File: config.mk
export PLATFORM = sky130hd
export DESIGN_NAME = led_cube_column_wave
export DESIGN_NICKNAME = d
export VERILOG_FILES = /design/src/rtl/lcw_pkg.sv /design/src/rtl/lcw_lane_cell.sv /design/src/rtl/led_cube_column_wave.sv
export SDC_FILE = /design/constraint.sdc
export NUM_CORES = 1
export LEC_CHECK = 0
export BUFFER_PORTS_ARGS = -buffer_cell sky130_fd_sc_hd__clkbuf_2
export CORE_UTILIZATION = 40
export CTS_CLUSTER_SIZE = 10
export DETAILED_ROUTE_END_ITERATION = 10
export GPL_ROUTABILITY_DRIVEN = 0
export HOLD_SLACK_MARGIN = 0.03
export PLACE_DENSITY = 0.62
export SLEW_MARGIN = 20
export SYNTH_ARGS = -nofsm -noshare
export SYNTH_HDL_FRONTEND = slang
export SYNTH_SLANG_ARGS = --single-unit
export TNS_END_PERCENT = 1
File: constraint.sdc
create_clock -name clock -period 7.1 [get_ports clock]
set_input_delay 1.065 -clock clock [delete_from_list [all_inputs] [get_ports clock]]
set_output_delay 1.065 -clock clock [all_outputs]
set_load 0.01 [all_outputs]
File: src/rtl/lcw_pkg.sv
// Shared types, constants and the event-time table of the column-wave engine.
`timescale 1ns / 1ps
`default_nettype none
package lcw_pkg;

   localparam int LANES     = 8;
   localparam int LANE_W    = 3;
   localparam int TABLE_LEN = 14;
   localparam int POS_W     = 4;
   localparam int TIME_W    = 11;
   localparam int HGT_W     = 3;
   localparam int COUNT_W   = 17;
   localparam int REP_W     = 16;
   localparam int COORD_W   = 3;

   localparam logic [TIME_W-1:0]  TIME_WRAP  = 11'd2000;
   localparam logic [TIME_W-1:0]  RISE_LIMIT = 11'd1000;
   localparam logic [COUNT_W-1:0] COUNT_MAX  = 17'h1FFFF;

   // Register indexes on the csr channel
   localparam logic [1:0] CSR_MODE   = 2'd0;
   localparam logic [1:0] CSR_PLANE  = 2'd1;
   localparam logic [1:0] CSR_REPEAT = 2'd2;

   // Modes 4..7 all mean "none"; only bit 2 is needed to spot them
   typedef enum logic [2:0] {
      MODE_DIAG45  = 3'd0,
      MODE_DIAG135 = 3'd1,
      MODE_XPLANE  = 3'd2,
      MODE_YPLANE  = 3'd3,
      MODE_NONE    = 3'd4
   } mode_type;

   // Result slot carried down the cell chain
   typedef struct packed {
      logic [HGT_W-1:0] height;
      logic             moved;
   } slot_type;

   // Lane status seen by the round counter
   typedef struct packed {
      logic             hit;
      logic [HGT_W-1:0] height_next;
   } lane_stat_type;

   function automatic logic [TIME_W-1:0] event_time(input logic [POS_W-1:0] p);
      logic [TIME_W-1:0] t;
      case (p)
         4'd0:    t = 11'd246;
         4'd1:    t = 11'd359;
         4'd2:    t = 11'd454;
         4'd3:    t = 11'd546;
         4'd4:    t = 11'd640;
         4'd5:    t = 11'd753;
         4'd6:    t = 11'd1000;
         4'd7:    t = 11'd1246;
         4'd8:    t = 11'd1359;
         4'd9:    t = 11'd1454;
         4'd10:   t = 11'd1546;
         4'd11:   t = 11'd1641;
         4'd12:   t = 11'd1753;
         4'd13:   t = 11'd2000;
         default: t = 11'd246;
      endcase
      return t;
   endfunction

   function automatic logic [TIME_W-1:0] time_reset(input logic [LANE_W-1:0] i);
      logic [TIME_W-1:0] t;
      case (i)
         3'd0:    t = 11'd0;
         3'd1:    t = 11'd246;
         3'd2:    t = 11'd359;
         3'd3:    t = 11'd454;
         3'd4:    t = 11'd546;
         3'd5:    t = 11'd640;
         3'd6:    t = 11'd753;
         default: t = 11'd1000;
      endcase
      return t;
   endfunction

endpackage
`default_nettype wire

File: src/rtl/lcw_lane_cell.sv
// One column lane: time, table position and height, plus its slot in the result chain.
`timescale 1ns / 1ps
`default_nettype none
module lcw_lane_cell #(
   parameter int LANE_ID = 0
) (
   input  wire                    clock,
   input  wire                    reset,
   input  wire                    advance,    // step animation time on this load
   input  wire                    load,       // capture results into the slot
   input  wire                    shift,      // take the neighbor's slot
   input  wire lcw_pkg::slot_type slot_next,  // from the cell above
   output lcw_pkg::slot_type      slot,
   output lcw_pkg::lane_stat_type stat
);
   import lcw_pkg::*;

   logic [TIME_W-1:0] time_ff, time_in;
   logic [POS_W-1:0]  pos_ff, pos_in;
   logic [HGT_W-1:0]  height_ff, height_in;
   slot_type          slot_ff, slot_in;

   logic [POS_W-1:0]  pos_safe;
   logic [TIME_W-1:0] ev;
   logic [TIME_W:0]   t_inc;
   logic              hit;

   always_comb begin
      pos_safe  = (pos_ff < POS_W'(TABLE_LEN)) ? pos_ff : '0;
      ev        = event_time(pos_safe);
      t_inc     = {1'b0, time_ff} + 1'b1;
      hit       = advance && (t_inc == {1'b0, ev});
      time_in   = time_ff;
      pos_in    = pos_ff;
      height_in = height_ff;
      if (advance) begin
         time_in = (t_inc >= {1'b0, TIME_WRAP}) ? '0 : t_inc[TIME_W-1:0];
         pos_in  = pos_safe;
         if (hit) begin
            height_in = (ev > RISE_LIMIT) ? height_ff - 1'b1 : height_ff + 1'b1;
            pos_in    = (pos_safe == POS_W'(TABLE_LEN - 1)) ? '0 : pos_safe + 1'b1;
         end
      end
      if (load) begin
         slot_in.height = height_in;
         slot_in.moved  = hit;
      end else if (shift) begin
         slot_in = slot_next;
      end else begin
         slot_in = slot_ff;
      end
   end

   always_ff @(posedge clock) begin
      if (reset) begin
         time_ff   <= time_reset(LANE_W'(LANE_ID));
         pos_ff    <= POS_W'(LANE_ID);
         height_ff <= HGT_W'(LANE_ID);
      end else if (load) begin
         time_ff   <= time_in;
         pos_ff    <= pos_in;
         height_ff <= height_in;
      end
   end

   always_ff @(posedge clock) begin
      slot_ff <= slot_in;
   end

   assign slot             = slot_ff;
   assign stat.hit         = hit;
   assign stat.height_next = height_in;

endmodule
`default_nettype wire

File: src/rtl/led_cube_column_wave.sv
// Top level of the column-wave animation engine: lane cell chain, round counter, stream ports.
//
// Column-wave engine for an 8x8x8 LED cube, eight column lanes.
// req channel: one transfer per item; req_tdata[0] = tick. A tick of 1 steps animation time
//   for every lane unless mode is none or rounds are done; a tick of 0 only reports the lanes.
// rsp channel: eight transfers per item, lane 0 first, rsp_tlast on lane 7.
// csr channel: index/data writes to mode, plane_index and repeat_count;
//   always ready. Write only while no results are pending.
// Latency: the first result of an item is offered the cycle after its req
//   transfer. The next req is taken in the cycle the last result of the
//   previous item transfers, so the output chain stays full and rsp_tvalid
//   stays high under continuous traffic.
// All eight lane cells update in parallel on the req transfer and load their
//   results into a slot chain that shifts one lane toward the output per rsp
//   transfer.
// Reset: lanes return to their starting times and heights, round count and
//   finished clear, registers read mode diag45, plane 0, repeat 0.
// Stall: while rsp_tready is low the current result holds and req_tready is
//   low once the chain holds a pending item.
`timescale 1ns / 1ps
`default_nettype none
module led_cube_column_wave (
   input  wire         clock,
   input  wire         reset,
   // item input
   input  wire         req_tvalid,
   output logic        req_tready,
   input  wire  [7:0]  req_tdata,    // [0] tick, [7:1] zero
   // results
   output logic        rsp_tvalid,
   input  wire         rsp_tready,
   output logic [15:0] rsp_tdata,    // [2:0] lane, [5:3] pos_x, [8:6] pos_y,
                                     // [11:9] pos_z, [12] lit, [13] moved,
                                     // [14] finished, [15] zero
   output logic        rsp_tlast,    // last
   // register writes
   input  wire         csr_valid,
   output logic        csr_ready,
   input  wire  [1:0]  csr_index,
   input  wire  [15:0] csr_data
);
   import lcw_pkg::*;

   // configuration registers
   logic [2:0]         mode_ff;
   logic [COORD_W-1:0] plane_ff;
   logic [REP_W-1:0]   repeat_ff;

   // control
   logic               busy_ff, busy_in;
   logic [LANE_W-1:0]  cnt_ff, cnt_in;
   logic               finished_ff, finished_in;
   logic               armed_ff, armed_in;
   logic [COUNT_W-1:0] count_ff, count_in;
   logic               done_ff, done_in;

   logic               req_xfer, rsp_xfer, none, advance;
   slot_type           slots [LANES+1];
   lane_stat_type      stats [LANES];

   assign csr_ready = 1'b1;
   always_ff @(posedge clock) begin
      if (reset) begin
         mode_ff   <= MODE_DIAG45;
         plane_ff  <= '0;
         repeat_ff <= '0;
      end else if (csr_valid && csr_ready) begin
         unique case (csr_index)
            CSR_MODE:   mode_ff   <= csr_data[2:0];
            CSR_PLANE:  plane_ff  <= csr_data[COORD_W-1:0];
            CSR_REPEAT: repeat_ff <= csr_data;
            default:    ;
         endcase
      end
   end

   assign none       = mode_ff[2];
   assign rsp_tvalid = busy_ff;
   assign rsp_xfer   = rsp_tvalid && rsp_tready;
   // next item may enter while the last lane of the current one leaves
   assign req_tready = !busy_ff || (rsp_tready && cnt_ff == LANE_W'(LANES - 1));
   assign req_xfer   = req_tvalid && req_tready;
   assign advance    = req_tdata[0] && !none && !done_ff;

   // lane chain; slot of the cell past the end shifts in empty
   assign slots[LANES] = '0;
   for (genvar g = 0; g < LANES; g++) begin : g_lane
      lcw_lane_cell #(.LANE_ID(g)) u_cell (
         .clock     (clock),
         .reset     (reset),
         .advance   (advance),
         .load      (req_xfer),
         .shift     (rsp_xfer),
         .slot_next (slots[g+1]),
         .slot      (slots[g]),
         .stat      (stats[g])
      );
   end

   // round counting on lane 0 and finish latch
   always_comb begin
      armed_in = armed_ff;
      count_in = count_ff;
      done_in  = done_ff;
      if (advance) begin
         if (stats[0].hit) armed_in = 1'b1;
         if (armed_in && stats[0].height_next == '0) begin
            armed_in = 1'b0;
            if (count_ff != COUNT_MAX) count_in = count_ff + 1'b1;
            if (count_in > {1'b0, repeat_ff}) done_in = 1'b1;
         end
      end
      finished_in = none || done_in;
   end

   always_comb begin
      busy_in = busy_ff;
      cnt_in  = cnt_ff;
      if (req_xfer) begin
         busy_in = 1'b1;
         cnt_in  = '0;
      end else if (rsp_xfer) begin
         cnt_in = cnt_ff + 1'b1;
         if (cnt_ff == LANE_W'(LANES - 1)) busy_in = 1'b0;
      end
   end

   always_ff @(posedge clock) begin
      if (reset) begin
         busy_ff     <= 1'b0;
         cnt_ff      <= '0;
         armed_ff    <= 1'b0;
         count_ff    <= '0;
         done_ff     <= 1'b0;
         finished_ff <= 1'b0;
      end else begin
         busy_ff <= busy_in;
         cnt_ff  <= cnt_in;
         if (req_xfer) begin
            armed_ff    <= armed_in;
            count_ff    <= count_in;
            done_ff     <= done_in;
            finished_ff <= finished_in;
         end
      end
   end

   // result fields; keep mode stable while results are pending, the block does not enforce it
   logic [COORD_W-1:0] pos_x, pos_y, pos_z;
   always_comb begin
      pos_x = '0;
      pos_y = '0;
      pos_z = none ? '0 : slots[0].height;
      unique case (mode_ff)
         MODE_DIAG45: begin
            pos_x = cnt_ff;
            pos_y = cnt_ff;
         end
         MODE_DIAG135: begin
            pos_x = cnt_ff;
            pos_y = ~cnt_ff;
         end
         MODE_XPLANE: begin
            pos_x = plane_ff;
            pos_y = cnt_ff;
         end
         MODE_YPLANE: begin
            pos_x = cnt_ff;
            pos_y = plane_ff;
         end
         default: ;
      endcase
   end

   assign rsp_tdata = {1'b0, finished_ff, slots[0].moved, !finished_ff,
                       pos_z, pos_y, pos_x, cnt_ff};
   assign rsp_tlast = (cnt_ff == LANE_W'(LANES - 1));

endmodule
`default_nettype wire

Word level (Yosys, flattened, before mapping)
Memory sizes are Yosys's and may differ from the RTL's.
Index checks and enable logic that the tools add are counted.
- bits of input ports: 31
- register bits after elaboration: 222
- logic and storage cells: 261
- memories: 8
- output and inout bits: 20
- memory bits (read-only): 1408
- reductions and logical operators: 34
- eq/ne operators: 23
- order comparisons: 25
- add/sub/neg operators: 34
- bitwise logic cells: 1
- multiplexer cells: 87
- memory list (name ; depth ; width ; rd ports ; clocked after memory_dff ; wr ports ; line ; source):
    (name not given) ; 16 ; 11 ; 1 ; 0 ; 0 ; lcw_pkg.sv:48 ; case (p)
    (name not given) ; 16 ; 11 ; 1 ; 0 ; 0 ; lcw_pkg.sv:48 ;
    (name not given) ; 16 ; 11 ; 1 ; 0 ; 0 ; lcw_pkg.sv:48 ;
    (name not given) ; 16 ; 11 ; 1 ; 0 ; 0 ; lcw_pkg.sv:48 ;
    (name not given) ; 16 ; 11 ; 1 ; 0 ; 0 ; lcw_pkg.sv:48 ;
    (name not given) ; 16 ; 11 ; 1 ; 0 ; 0 ; lcw_pkg.sv:48 ;
    2 more memories ; - ; - ; - ; - ; - ; - ;
- operators by type and width (operator ; count):
    $mux 4 ; 40
    $add 11x1->12 const B ; 8
    $eq 12x11->1 ; 8
    $ge 12x11->1 const B ; 8
    $gt 11x10->1 const B ; 8
    $mux 11 ; 8
    $mux 3 ; 25
    $mux 17 ; 3
    $add 4x1->4 const B ; 8
    $eq 4x4->1 const B ; 8
    $lt 4x4->1 const B ; 8
    $add 3x1->3 const B ; 9
    $sub 3x1->3 const B ; 8
    $add 17x1->17 const B ; 1
    $gt 17x16->1 ; 1
    $ne 17x17->1 const B ; 1
    $logic_and 1x1->1 ; 14
    $reduce_and 2->1 ; 5
    $mux 1 ; 9
    $pmux 3 s3 ; 1
    $eq 3x2->1 const B ; 2
    $logic_not 3->1 ; 2
    $pmux 3 s2 ; 1
    $logic_not 1->1 ; 4
    11 further kinds ; 14

Longest topological paths before layout
Gate-level depths: netlist of the first run.
An unclocked memory read counts as a cell.
- depth in word-level cells: 16
- mapped depth: 19
- gate-level depth less buffers: 18

Hierarchy
Synthesis of the first run repeated with hierarchy kept, for this count alone.
- cell total of the unflattened synthesis: 2503
- area, all modules: 20050.5 µm²
- by module, submodules not included (module ; area an instance (µm²) ; instances ; cells each ; seq. area each (µm²)):
    led_cube_column_wave ; 2854.0 ; 1 ; 345 ; 920.9
    lcw_lane_cell (g_lane[7].u_cell) ; 2304.7 ; 1 ; 291 ; 480.5
    lcw_lane_cell (g_lane[1].u_cell) ; 2303.5 ; 1 ; 293 ; 480.5
    lcw_lane_cell (g_lane[4].u_cell) ; 2200.9 ; 1 ; 264 ; 480.5
    lcw_lane_cell (g_lane[3].u_cell) ; 2124.5 ; 1 ; 273 ; 480.5
    lcw_lane_cell (g_lane[0].u_cell) ; 2120.8 ; 1 ; 269 ; 480.5
    lcw_lane_cell (g_lane[6].u_cell) ; 2110.8 ; 1 ; 266 ; 480.5
    lcw_lane_cell (g_lane[2].u_cell) ; 2073.2 ; 1 ; 262 ; 480.5
    lcw_lane_cell (g_lane[5].u_cell) ; 1958.1 ; 1 ; 240 ; 480.5

Worst setup path after synthesis of the first run
No wires, ideal clock.
- kind: register -> register
- start point: register g_lane[0].u_cell.pos_ff[3]
- end point: register count_ff[5]
- stages on the path, launching flop included: 18
- data arrival time: 3.926 ns
- setup slack: 3.051 ns
- data required time: 6.977 ns
- library setup time: 0.123 ns
- buffers on the path: 4
- cells stage by stage: dfxtp_1 buf_2 buf_2 buf_2 a21oi_1 ha_1 nor2_1 or3_1 and2_1 buf_2 o41a_1 fa_1 xor2_1 xnor2_1 nand2_1 mux2_2 or3_1 mux2_1
- word-level cells in the longest chain between the ends: 10
- elaborated cells between the ends (all ways): 14
- classes of those cells: 2 x order compare; 1 x eq/ne; 6 x mux; 4 x reduce/logical; 1 x memory
- ends and longest elaborated chain (what ; line ; source):
    start: declaration ; lcw_lane_cell.sv:19 ; logic [POS_W-1:0] pos_ff, pos_in;
    start signal: assignment ; lcw_lane_cell.sv:57 ; pos_ff <= POS_W'(LANE_ID);
    start signal: assignment ; lcw_lane_cell.sv:61 ; pos_ff <= pos_in;
    $lt 4x4->1 ; lcw_lane_cell.sv:29 ; pos_safe = (pos_ff < POS_W'(TABLE_LEN)) ? pos_ff : '0;
    $mux 4 * ; lcw_lane_cell.sv:29 ;
    $mem_v2 16x11 * ; - ;
    $gt 11x10->1 / $eq 12x11->1 (equally long branches) ; lcw_lane_cell.sv:40, lcw_lane_cell.sv:32 ;
    $mux 3 / $logic_and 1x1->1 (equally long branches) ; lcw_lane_cell.sv:40, lcw_lane_cell.sv:32 ;
    $mux 3 ; lcw_lane_cell.sv:39 ; if (hit) begin
    $mux 3 ; lcw_lane_cell.sv:36 ; if (advance) begin
    $logic_not 3->1 ; led_cube_column_wave.sv:107 ; if (armed_in && stats[0].height_next == '0) begin
    $logic_and 1x1->1 * ; led_cube_column_wave.sv:107 ;
    $reduce_and 3->1 (no source line) * ; - ;
    end signal: assignment ; led_cube_column_wave.sv:141 ; count_ff <= count_in;
    end: declaration ; led_cube_column_wave.sv:54 ; logic [COUNT_W-1:0] count_ff, count_in;
Every way passes the cells marked *; elsewhere a longest branch is shown, timed or not. The select of a mux whose other input is x is not followed.
A chain may end at the register's enable or synchronous reset.

Worst setup path after layout of the first run
- start point: register g_lane[0].u_cell.pos_ff[3]
- end point: register count_ff[10]
Same word-level chain as after synthesis.

==> results of run 1 <==
==> cells in the final DEF (no fill, tap or decap), drive strengths merged, types with 12 or more instances in the layout <==
cell and count:
nor4 35, xnor2 112, nor2b 29, xor2 49, buf 12, and2 28, a21boi 13, o31ai 14
a21oi 156, mux2i 53, edfxtp 32, nand3b 13, or3 31, a211oi 24, o21a 12, nor3 57
nand2b 20, o211ai 23, a31oi 22, clkbuf 85, and3 22, o21ai 141, nand4 42, nor2 202
a21o 12, dfxtp 190, mux2 20, nand3 74, inv 97, ha 57, a2bb2oi 15, or4 19
nor3b 15, nand2 229, a22oi 20
==> worst max-delay path by stage <==
stage | cells after the start | from | slack (ns) | to
final | 14 | g_lane[0].u_cell.pos_ff[3] | 2.07 | count_ff[10]
after global placement | 12 | g_lane[0].u_cell.pos_ff[3] | 2.24 | count_ff[6]
after detailed placement | 12 | g_lane[0].u_cell.pos_ff[3] | 2.13 | count_ff[10]
after CTS | 14 | g_lane[0].u_cell.pos_ff[3] | 2.11 | count_ff[10]
after floorplan | 17 | g_lane[0].u_cell.pos_ff[3] | 3.05 | count_ff[5]
after global routing | 12 | g_lane[0].u_cell.pos_ff[3] | 1.67 | count_ff[10]
==> power by group through the flow <==
| stage | registers (mW) | logic [mW] | clock network [mW] |
|---|---|---|---|
| after floorplan | 1.37 | 0.234 | 0 |
| after detailed placement | 1.39 | 0.292 | 0 |
| after global placement | 1.39 | 0.286 | 0 |
| after global routing | 1.37 | 0.330 | 1.46 |
| final | 1.37 | 0.295 | 1.37 |
| after CTS | 1.36 | 0.293 | 1.41 |
==> final cells by class <==
| class | count | area [sq um] | area share, % |
|---|---|---|---|
| Multi-Input combinational cell | 1736 | 11300 | 61.7 |
| Sequential cell | 222 | 4760 | 26.1 |
| Clock buffer | 45 | 826 | 4.52 |
| Tap cell | 539 | 674 | 3.69 |
| Inverter | 98 | 368 | 2.01 |
| Timing Repair Buffer | 52 | 314 | 1.72 |
| Clock inverter | 4 | 45.0 | 0.247 |
==> cells in the mapped netlist, types with 9 or more instances <==
master	n
sky130_fd_sc_hd__and4_1	9
sky130_fd_sc_hd__o21ai_0	140
sky130_fd_sc_hd__buf_1	9
sky130_fd_sc_hd__nand4_1	41
sky130_fd_sc_hd__a311oi_1	9
sky130_fd_sc_hd__a221o_1	11
sky130_fd_sc_hd__nor3_1	55
sky130_fd_sc_hd__o31ai_1	13
sky130_fd_sc_hd__xor2_1	49
sky130_fd_sc_hd__xnor2_1	111
sky130_fd_sc_hd__and3_1	22
sky130_fd_sc_hd__a211oi_1	23
sky130_fd_sc_hd__buf_2	27
sky130_fd_sc_hd__and2_1	26
sky130_fd_sc_hd__nor2b_1	29
sky130_fd_sc_hd__or4_1	19
sky130_fd_sc_hd__nand2b_1	20
sky130_fd_sc_hd__nand3_1	73
sky130_fd_sc_hd__or2_2	9
sky130_fd_sc_hd__a21oi_1	156
sky130_fd_sc_hd__nor3b_1	15
sky130_fd_sc_hd__nand2_1	228
sky130_fd_sc_hd__a31oi_1	22
sky130_fd_sc_hd__mux2_2	16
sky130_fd_sc_hd__a22oi_1	20
sky130_fd_sc_hd__or3_1	31
sky130_fd_sc_hd__a21boi_0	12
sky130_fd_sc_hd__a21o_1	12
sky130_fd_sc_hd__clkbuf_1	127
sky130_fd_sc_hd__mux2i_1	52
sky130_fd_sc_hd__a2bb2oi_1	15
sky130_fd_sc_hd__o211ai_1	23
sky130_fd_sc_hd__o21a_1	12
sky130_fd_sc_hd__inv_1	98
sky130_fd_sc_hd__edfxtp_1	32
sky130_fd_sc_hd__nand3b_1	13
sky130_fd_sc_hd__nor4_1	35
sky130_fd_sc_hd__dfxtp_1	190
sky130_fd_sc_hd__ha_1	57
sky130_fd_sc_hd__o22ai_1	10
sky130_fd_sc_hd__a211o_1	11
sky130_fd_sc_hd__nor2_1	202
==> per-layer routing <==
layer | global-route usage (%) | routed length, microns | vias up
met5 | 0 | 0 | -
li1 | - | - | 7838
met1 | 24.4 | 19400 | 7207
met3 | 2.16 | 1520 | 71
met4 | 5.39 | 978 | 0
met2 | 31.1 | 19300 | 289
==> critical path: cells and delay by family, from the launching register on <==
kind                     cells  cell delay (ns)
multiplexers                 3             1.29
AND/OR/NAND/NOR              5             1.01
flip-flops                   1             0.83
adder cells (fa/ha/maj)      2             0.81
AO/OA/AOI/OAI                2             0.62
XOR/XNOR                     2             0.34
==> logic make-up after synthesis <==
group / synth area share, %
compound gates: 22.0
xor+xnor: 8.84
fa+ha+maj: 5.24
buf+inv: 6.21
flops: 27.9
mux: 4.45
other cells: 0.0440
simple gates: 25.3
==> state kept, by name, summed over array words and instances (netlist names), 16 cells and up <==
name / count
count_ff: 17
g_lane.u_cell.height_ff: 24
g_lane.u_cell.pos_ff: 32
g_lane.u_cell.slot: 32
g_lane.u_cell.time_ff: 88
repeat_ff: 16
==> through the flow <==
step	util (%)	hold WS, ns	total power [mW]	instance area [sq um]	std cells
floorplan	-	0.436	1.60	17100	2225
global placement	41.3	0.445	1.68	17400	2646
detailed placement	41.3	0.450	1.68	17400	2646
CTS	43.4	0.458	3.07	18200	2695
global route	43.5	0.477	3.16	18300	2696
finish	43.5	0.456	3.03	18300	2696
==> tab_implementation.tex, run 1 <==
\begin{tabular}{lr}
\hline
Metric & Value \\
\hline
\multicolumn{2}{l}{\textbf{Status}} \\
\quad Status & complete, no violations \\
\multicolumn{2}{l}{\textbf{Floorplanning}} \\
\quad Die Y & 209 microns \\
\quad Placement Rows & 75 \\
\quad Starting density of the core & 40.6\% \\
\quad Total Die Area & 43500 sq um \\
\quad Count of pins on the block boundary & 51 \\
\quad Placeable core region & 42000 sq um \\
\quad Floorplan die width & 209 microns \\
\multicolumn{2}{l}{\textbf{STA}} \\
\quad Max-slew violations & 0 \\
\quad Hold violation total from the final report & 0 \\
\quad Setup slack of the critical path after layout & 2.07 ns \\
\quad Final Skew & 0.00960 ns \\
\quad Setup TNS & 0 ns \\
\quad Maximum clock rate & 199 MHz \\
\quad Normalized max-slew margin & 34.4\% \\
\quad Min Tclk post-route & 5.03 ns \\
\quad Slew of the pin with the lowest slew margin & 0.965 ns \\
\quad Final Cycle Share & 70.9\% \\
\quad Final setup violating endpoints & 0 \\
\quad Unrepaired setup endpoints after global routing & false \\
\multicolumn{2}{l}{\textbf{Yosys}} \\
\quad Share of the yosys chip area belonging to registers & 27.9\% \\
\quad Top FF cell, synth & sky130\_fd\_sc\_hd\_\_dfxtp\_1 \\
\quad Syn nets & 2321 \\
\quad Number of synthesized flops with an enable pin & 32 \\
\quad Synthesized netlist cell count & 2225 \\
\quad Largest cells by area after synthesis & sky130\_fd\_sc\_hd\_\_dfxtp\_1 (22\%), sky130\_fd\_sc\_hd\_\_xnor2\_1 (5.7\%), sky130\_fd\_sc\_hd\_\_edfxtp\_1 (5.6\%) \\
\quad Share of flip-flops with an asynchronous set or reset & 0\% \\
\quad Count of distinct cell types in the synthesized netlist & 96 \\
\quad Flops \& latches, synth & 222 \\
\quad Largest area contributor in the netlist & sky130\_fd\_sc\_hd\_\_dfxtp\_1 \\
\quad Post-synth design cell area & 17100 sq um \\
\quad Count of synthesis-stage warnings from yosys & 0 \\
\quad Fraction of synthesized cell area taken by the top area cell type & 22.3\% \\
\quad Avg Inst Size Synth & 7.67 sq um \\
\multicolumn{2}{l}{\textbf{Pwr}} \\
\quad Clk pwr share & 45.2\% \\
\quad Share of total power in combinational logic & 9.7\% \\
\quad Worst IR drop on VDD & 0.155 mV \\
\quad Leakage power & 6.68 nW \\
\quad Sw Share & 25.7\% \\
\quad Relative contribution of sequential cells to total power & 45.1\% \\
\quad Internal power contribution & 2.25 mW \\
\quad Switching power of the nets & 0.778 mW \\
\quad Pwr dens & 166 nW/um\^{}2 \\
\multicolumn{2}{l}{\textbf{Setup path}} \\
\quad Flop-to-flop setup slack & 2.07 ns \\
\quad Source of the worst register-to-register timing path & g\_lane[0].u\_cell.pos\_ff[3] \\
\quad Endpoint kind of the worst setup timing path & register \\
\quad Cell-by-cell listing of the critical path & nand2\_1 -> and2\_1 -> ha\_1 -> mux2i\_1 -> o211ai\_1 -> nand3b\_1 -> o41a\_1 -> fa\_1 -> xor2\_1 -> xnor2\_1 -> nand2\_1 -> mux2i\_2 -> nand3\_1 -> mux2\_1 \\
\quad Kind of critical path & register to register \\
\quad Cell with the most instances on the worst path & sky130\_fd\_sc\_hd\_\_nand2\_1 \\
\quad Number of cells on the worst reg-to-reg path & 14 \\
\quad Worst endpoint required time & 7.55 ns \\
\quad Worst R2R End & count\_ff[10] \\
\quad Kind of start point of the critical path & register \\
\quad Cell with the biggest individual delay on the critical path & sky130\_fd\_sc\_hd\_\_dfxtp\_1 \\
\quad Critical path arrival & 5.48 ns \\
\quad Delay of the slowest cell on the worst path & 0.83 ns \\
\quad Maximum fanout along the worst path & 26 \\
\multicolumn{2}{l}{\textbf{Global route}} \\
\quad Tot GR Track Use & 18.4\% \\
\quad First-pass GRT wire length & 68700 microns \\
\quad Pin count of the biggest net entering global routing & 100 \\
\quad Via count of the first global-routing pass & 14.2k \\
\quad Initial antenna violation count & 1 \\
\quad Total grt overflow & 0 \\
\multicolumn{2}{l}{\textbf{Routing}} \\
\quad Avg Vias per Cell & 5.71 \\
\quad Post-detailed-route wirelength per cell & 15.3 microns \\
\quad Detailed-route via count & 15.4k \\
\quad First-iteration detailed-routing DRC count & 904 \\
\quad Remaining design rule violation count & 0 \\
\quad Routed wire length & 41100 microns \\
\quad ANT nets after route & 0 \\
\quad Number of search-and-repair iterations in the first detailed-routing pass & 7 \\
\multicolumn{2}{l}{\textbf{Clocking}} \\
\quad TritonCTS clock tree & built \\
\quad Root buf cell & sky130\_fd\_sc\_hd\_\_clkbuf\_16 \\
\quad Number of buffers created by CTS & 28 \\
\quad Post CTS Setup Buffer Count & 0 \\
\quad Clock slew at the register clock pins of the worst setup and hold paths & 0.06 ns \\
\quad Insertion delay to the later sink of the worst-skew pair & 0.56 ns \\
\quad Maximum clock insertion buffer count & 3 \\
\quad Clock Sink Count & 222 \\
\quad Quantity of gates resized following cts & 0 \\
\quad Total of hold buffers inserted after clock tree synthesis & 0 \\
\quad H-tree levels & 1 \\
\multicolumn{2}{l}{\textbf{Cells and area}} \\
\quad Fin nets & 2234 \\
\quad Proportion of layout cells with a drive suffix above 1 & 6.77\% \\
\quad Area overhead of the layout relative to synthesis & 7.10\% \\
\quad Fill cell total of the finished layout & 4180 \\
\quad Antenna cells & 0 \\
\multicolumn{2}{l}{\textbf{Run}} \\
\quad Max-cap check violation count & 0 \\
\multicolumn{2}{l}{\textbf{Placed design}} \\
\quad Port-buffer cells & 41 \\
\quad Detailed placer's ending HPWL & 27200 microns \\
\quad Pre-CTS worst setup slack & 2.13 ns \\
\multicolumn{2}{l}{\textbf{Worst hold path}} \\
\quad Hold WC Path Type & register to register \\
\quad Hold Path Origin & repeat\_ff[5] \\
\quad WHS Endpoint & repeat\_ff[5] \\
\quad Hold Path Cell Cnt & 2 \\
\hline
\end{tabular}
No activity file was read; power rests on OpenSTA's default activity.
==> inputs of run 2 (changes only) <==
- PLACE_DENSITY: 0.62 -> 0.64
- clock period: 7.1 -> 4.38 ns (I/O delays scaled with it)
==> run 2 against run 1 <==
  * Die area unchanged
  * Core utilization is 0.59 points higher
  * Sequential share of layout area fell by 0.34 points
  * Non-clock buffer count increased by 29
  * Clock power is 61% higher
  * Routed wire length grew 1.3%
  * Clock-buffer cell count down 1
  * Global-route usage rose by 0.56 points
  * Critical path depth up 2
  * Register-to-register slack got worse by 1.8 ns
  * Final cell count is 1.0% higher
  * First-iteration DRC count increased by 28%
==> tab_implementation.tex, run 2 (synthesis gave the netlist of run 1 again) <==
\begin{tabular}{lr}
\hline
Metric & Value \\
\hline
\multicolumn{2}{l}{\textbf{Floorplanning}} \\
\quad Total Die Area & 43500 sq um (unchanged) \\
\quad Count of pins on the block boundary & 51 (unchanged) \\
\quad Die Y & 209 microns (unchanged) \\
\quad Floorplan die width & 209 microns (unchanged) \\
\quad Placement Rows & 75 (unchanged) \\
\quad Placeable core region & 42000 sq um (unchanged) \\
\quad Starting density of the core & 40.6\% (unchanged) \\
\multicolumn{2}{l}{\textbf{Cells and area}} \\
\quad Most common cell after layout, fill and taps aside & sky130\_fd\_sc\_hd\_\_nand2\_1 \\
\quad Flip-flop count of the largest register, all copies and words added & 88 (unchanged) \\
\quad Area overhead of the layout relative to synthesis & 8.55\% \\
\quad Final core utilization & 44.0\% (+0.59 points) \\
\quad Antenna cells & 0 (unchanged) \\
\quad Proportion of layout cells with a drive suffix above 1 & 8.15\% (+1.4 points) \\
\quad Fin nets & 2263 (+1.3\%) \\
\quad Area of all placed cells without fillers & 18500 sq um (+1.4\%) \\
\quad Top reg by flops & g\_lane.u\_cell.time\_ff \\
\quad Fill cell total of the finished layout & 4149 (-0.74\%) \\
\quad Leading cell types in the layout, fill and taps excluded & sky130\_fd\_sc\_hd\_\_nand2\_1 (226), sky130\_fd\_sc\_hd\_\_nor2\_1 (201), sky130\_fd\_sc\_hd\_\_dfxtp\_1 (189), sky130\_fd\_sc\_hd\_\_a21oi\_1 (154), sky130\_fd\_sc\_hd\_\_o21ai\_0 (139) \\
\quad Non-Filler Instances & 2724 (+1.0\%) \\
\multicolumn{2}{l}{\textbf{Clocking}} \\
\quad H-tree levels & 1 (unchanged) \\
\quad Maximum clock insertion buffer count & 3 (unchanged) \\
\quad Clock Sink Count & 222 (unchanged) \\
\quad Number of buffers created by CTS & 28 (unchanged) \\
\quad TritonCTS clock tree & built \\
\quad Insertion delay to the later sink of the worst-skew pair & 0.56 ns (about the same) \\
\quad Clock slew at the register clock pins of the worst setup and hold paths & 0.06 ns (about the same) \\
\quad Root buf cell & sky130\_fd\_sc\_hd\_\_clkbuf\_16 \\
\quad Post CTS Setup Buffer Count & 0 (unchanged) \\
\multicolumn{2}{l}{\textbf{Worst hold path}} \\
\quad Hold WC Path Type & input pin to register \\
\multicolumn{2}{l}{\textbf{Placed design}} \\
\quad Pre-CTS worst setup slack & 0.198 ns (-1.93 ns) \\
\quad Detailed placer's ending HPWL & 28500 microns (+4.5\%) \\
\quad Port-buffer cells & 41 (unchanged) \\
\quad Dpl cells & 2675 (+1.1\%) \\
\quad Instance area after placement & 17600 sq um (+1.4\%) \\
\multicolumn{2}{l}{\textbf{STA}} \\
\quad Min Tclk post-route & 4.11 ns (-0.925 ns) \\
\quad Max-slew violations & 0 (unchanged) \\
\quad Setup slack of the critical path after layout & 0.274 ns (-1.80 ns) \\
\quad Final Skew & 0.0129 ns (+0.00325 ns) \\
\quad Normalized max-slew margin & 35.5\% (+1.1 points) \\
\quad Setup TNS & 0 ns (unchanged) \\
\quad Hold violation total from the final report & 0 (unchanged) \\
\quad Maximum clock rate & 244 MHz (+23\%) \\
\quad Final Cycle Share & 93.7\% (+23 points) \\
\quad Unrepaired setup endpoints after global routing & false \\
\quad Slew of the pin with the lowest slew margin & 0.962 ns (-0.00342 ns) \\
\quad Final setup violating endpoints & 0 (unchanged) \\
\multicolumn{2}{l}{\textbf{Setup path}} \\
\quad Critical path arrival & 4.54 ns (-0.94 ns) \\
\quad Kind of critical path & register to register \\
\quad Worst endpoint required time & 4.81 ns (-2.74 ns) \\
\quad Endpoint kind of the worst setup timing path & register \\
\quad Kind of start point of the critical path & register \\
\quad Maximum fanout along the worst path & 15 (-42\%) \\
\multicolumn{2}{l}{\textbf{Routing}} \\
\quad Avg Vias per Cell & 5.79 (+1.4\%) \\
\quad ANT nets after route & 0 (unchanged) \\
\quad Routed wire length & 41700 microns (+1.3\%) \\
\quad Post-detailed-route wirelength per cell & 15.3 microns (+0.22\%) \\
\quad First-iteration detailed-routing DRC count & 1159 (+28\%) \\
\quad Remaining design rule violation count & 0 (unchanged) \\
\quad Detailed-route via count & 15.8k (+2.4\%) \\
\quad Number of search-and-repair iterations in the first detailed-routing pass & 8 (+1) \\
\multicolumn{2}{l}{\textbf{Global route}} \\
\quad Via count of the first global-routing pass & 14.5k (+1.9\%) \\
\quad Initial antenna violation count & 0 (-1) \\
\quad First-pass GRT wire length & 71100 microns (+3.5\%) \\
\quad Tot GR Track Use & 18.9\% (+0.56 points) \\
\quad Pin count of the biggest net entering global routing & 80 (-20\%) \\
\quad Total grt overflow & 0 (unchanged) \\
\multicolumn{2}{l}{\textbf{Pwr}} \\
\quad Clk pwr share & 45.0\% (-0.2 points) \\
\quad Leakage power & 6.82 nW (+2.2\%) \\
\quad Sw Share & 25.6\% (-0.11 points) \\
\quad Share of total power in combinational logic & 10.0\% (+0.3 points) \\
\quad Switching power of the nets & 1.26 mW (+61\%) \\
\quad Internal power contribution & 3.65 mW (+62\%) \\
\quad Pwr dens & 265 nW/um\^{}2 (+60\%) \\
\quad Relative contribution of sequential cells to total power & 45.0\% (about the same) \\
\quad Worst IR drop on VDD & 0.238 mV (+54\%) \\
\multicolumn{2}{l}{\textbf{Run}} \\
\quad Max-cap check violation count & 0 (unchanged) \\
\multicolumn{2}{l}{\textbf{Status}} \\
\quad Status & complete, no violations \\
\hline
\end{tabular}
## run 2: cell type report
class | instances | area, sq um | share of cell area (%)
Inverter | 98 | 368 | 1.99
Clock inverter | 4 | 45.0 | 0.243
Sequential cell | 222 | 4770 | 25.7
Multi-Input combinational cell | 1736 | 11300 | 60.9
Clock buffer | 44 | 822 | 4.44
Tap cell | 539 | 674 | 3.64
Timing Repair Buffer | 81 | 557 | 3.01
## run 2: timing repair
item	CTS	global route
gates resized for setup	0	4
hold buffers	0	0
endpoints found under the setup margin	0	4
## run 2: per-layer routing
layer | global-route usage, % | vias to the layer above | share of wire, %
li1 | - | 7900 | -
met1 | 25.7 | 7491 | 47
met2 | 32.0 | 329 | 47
met3 | 2.26 | 58 | 3.9
met4 | 4.19 | 0 | 1.8
met5 | 0 | - | 0
## run 2: power by group through the flow
| stage | sequential (mW) | clock (mW) | combinational (mW) |
|---|---|---|---|
| after global routing | 2.22 | 2.35 | 0.548 |
| after global placement | 2.25 | 0 | 0.476 |
| after CTS | 2.21 | 2.28 | 0.489 |
| final | 2.21 | 2.21 | 0.491 |
| after detailed placement | 2.25 | 0 | 0.486 |
| after floorplan | 2.22 | 0 | 0.379 |
## run 2: critical path, cell delays in order, from the launching register on
cell                      delay, ns
sky130_fd_sc_hd__dfxtp_1       0.32
sky130_fd_sc_hd__buf_4         0.19
sky130_fd_sc_hd__and2_1        0.23
sky130_fd_sc_hd__ha_2          0.25
sky130_fd_sc_hd__inv_1         0.07
sky130_fd_sc_hd__ha_1          0.20
sky130_fd_sc_hd__nor2b_1       0.10
sky130_fd_sc_hd__o21ai_0       0.09
sky130_fd_sc_hd__o211a_1       0.15
sky130_fd_sc_hd__o41a_1        0.50
sky130_fd_sc_hd__fa_1          0.44
sky130_fd_sc_hd__xor2_1        0.19
sky130_fd_sc_hd__xnor2_1       0.14
sky130_fd_sc_hd__nand2_1       0.10
sky130_fd_sc_hd__mux2_2        0.38
sky130_fd_sc_hd__or3_1         0.34
sky130_fd_sc_hd__mux2_1        0.31
## run 2: final timing paths
kind | startpoint | to | slack, ns | cells past startpoint
max | g_lane[0].u_cell.pos_ff[1] | count_ff[7] | 0.27 | 16
min | csr_data[10] | repeat_ff[10] | 0.33 | 3
max reg2reg | g_lane[0].u_cell.pos_ff[1] | count_ff[7] | 0.27 | 16
min reg2reg | repeat_ff[15] | repeat_ff[15] | 0.46 | 2
## run 2: stage by stage
stage / hold slack (ns) / total power, mW
after global routing: 0.331 / 5.12
after detailed placement: 0.452 / 2.74
after floorplan: 0.436 / 2.60
final: 0.333 / 4.91
after CTS: 0.306 / 4.98
after global placement: 0.449 / 2.73
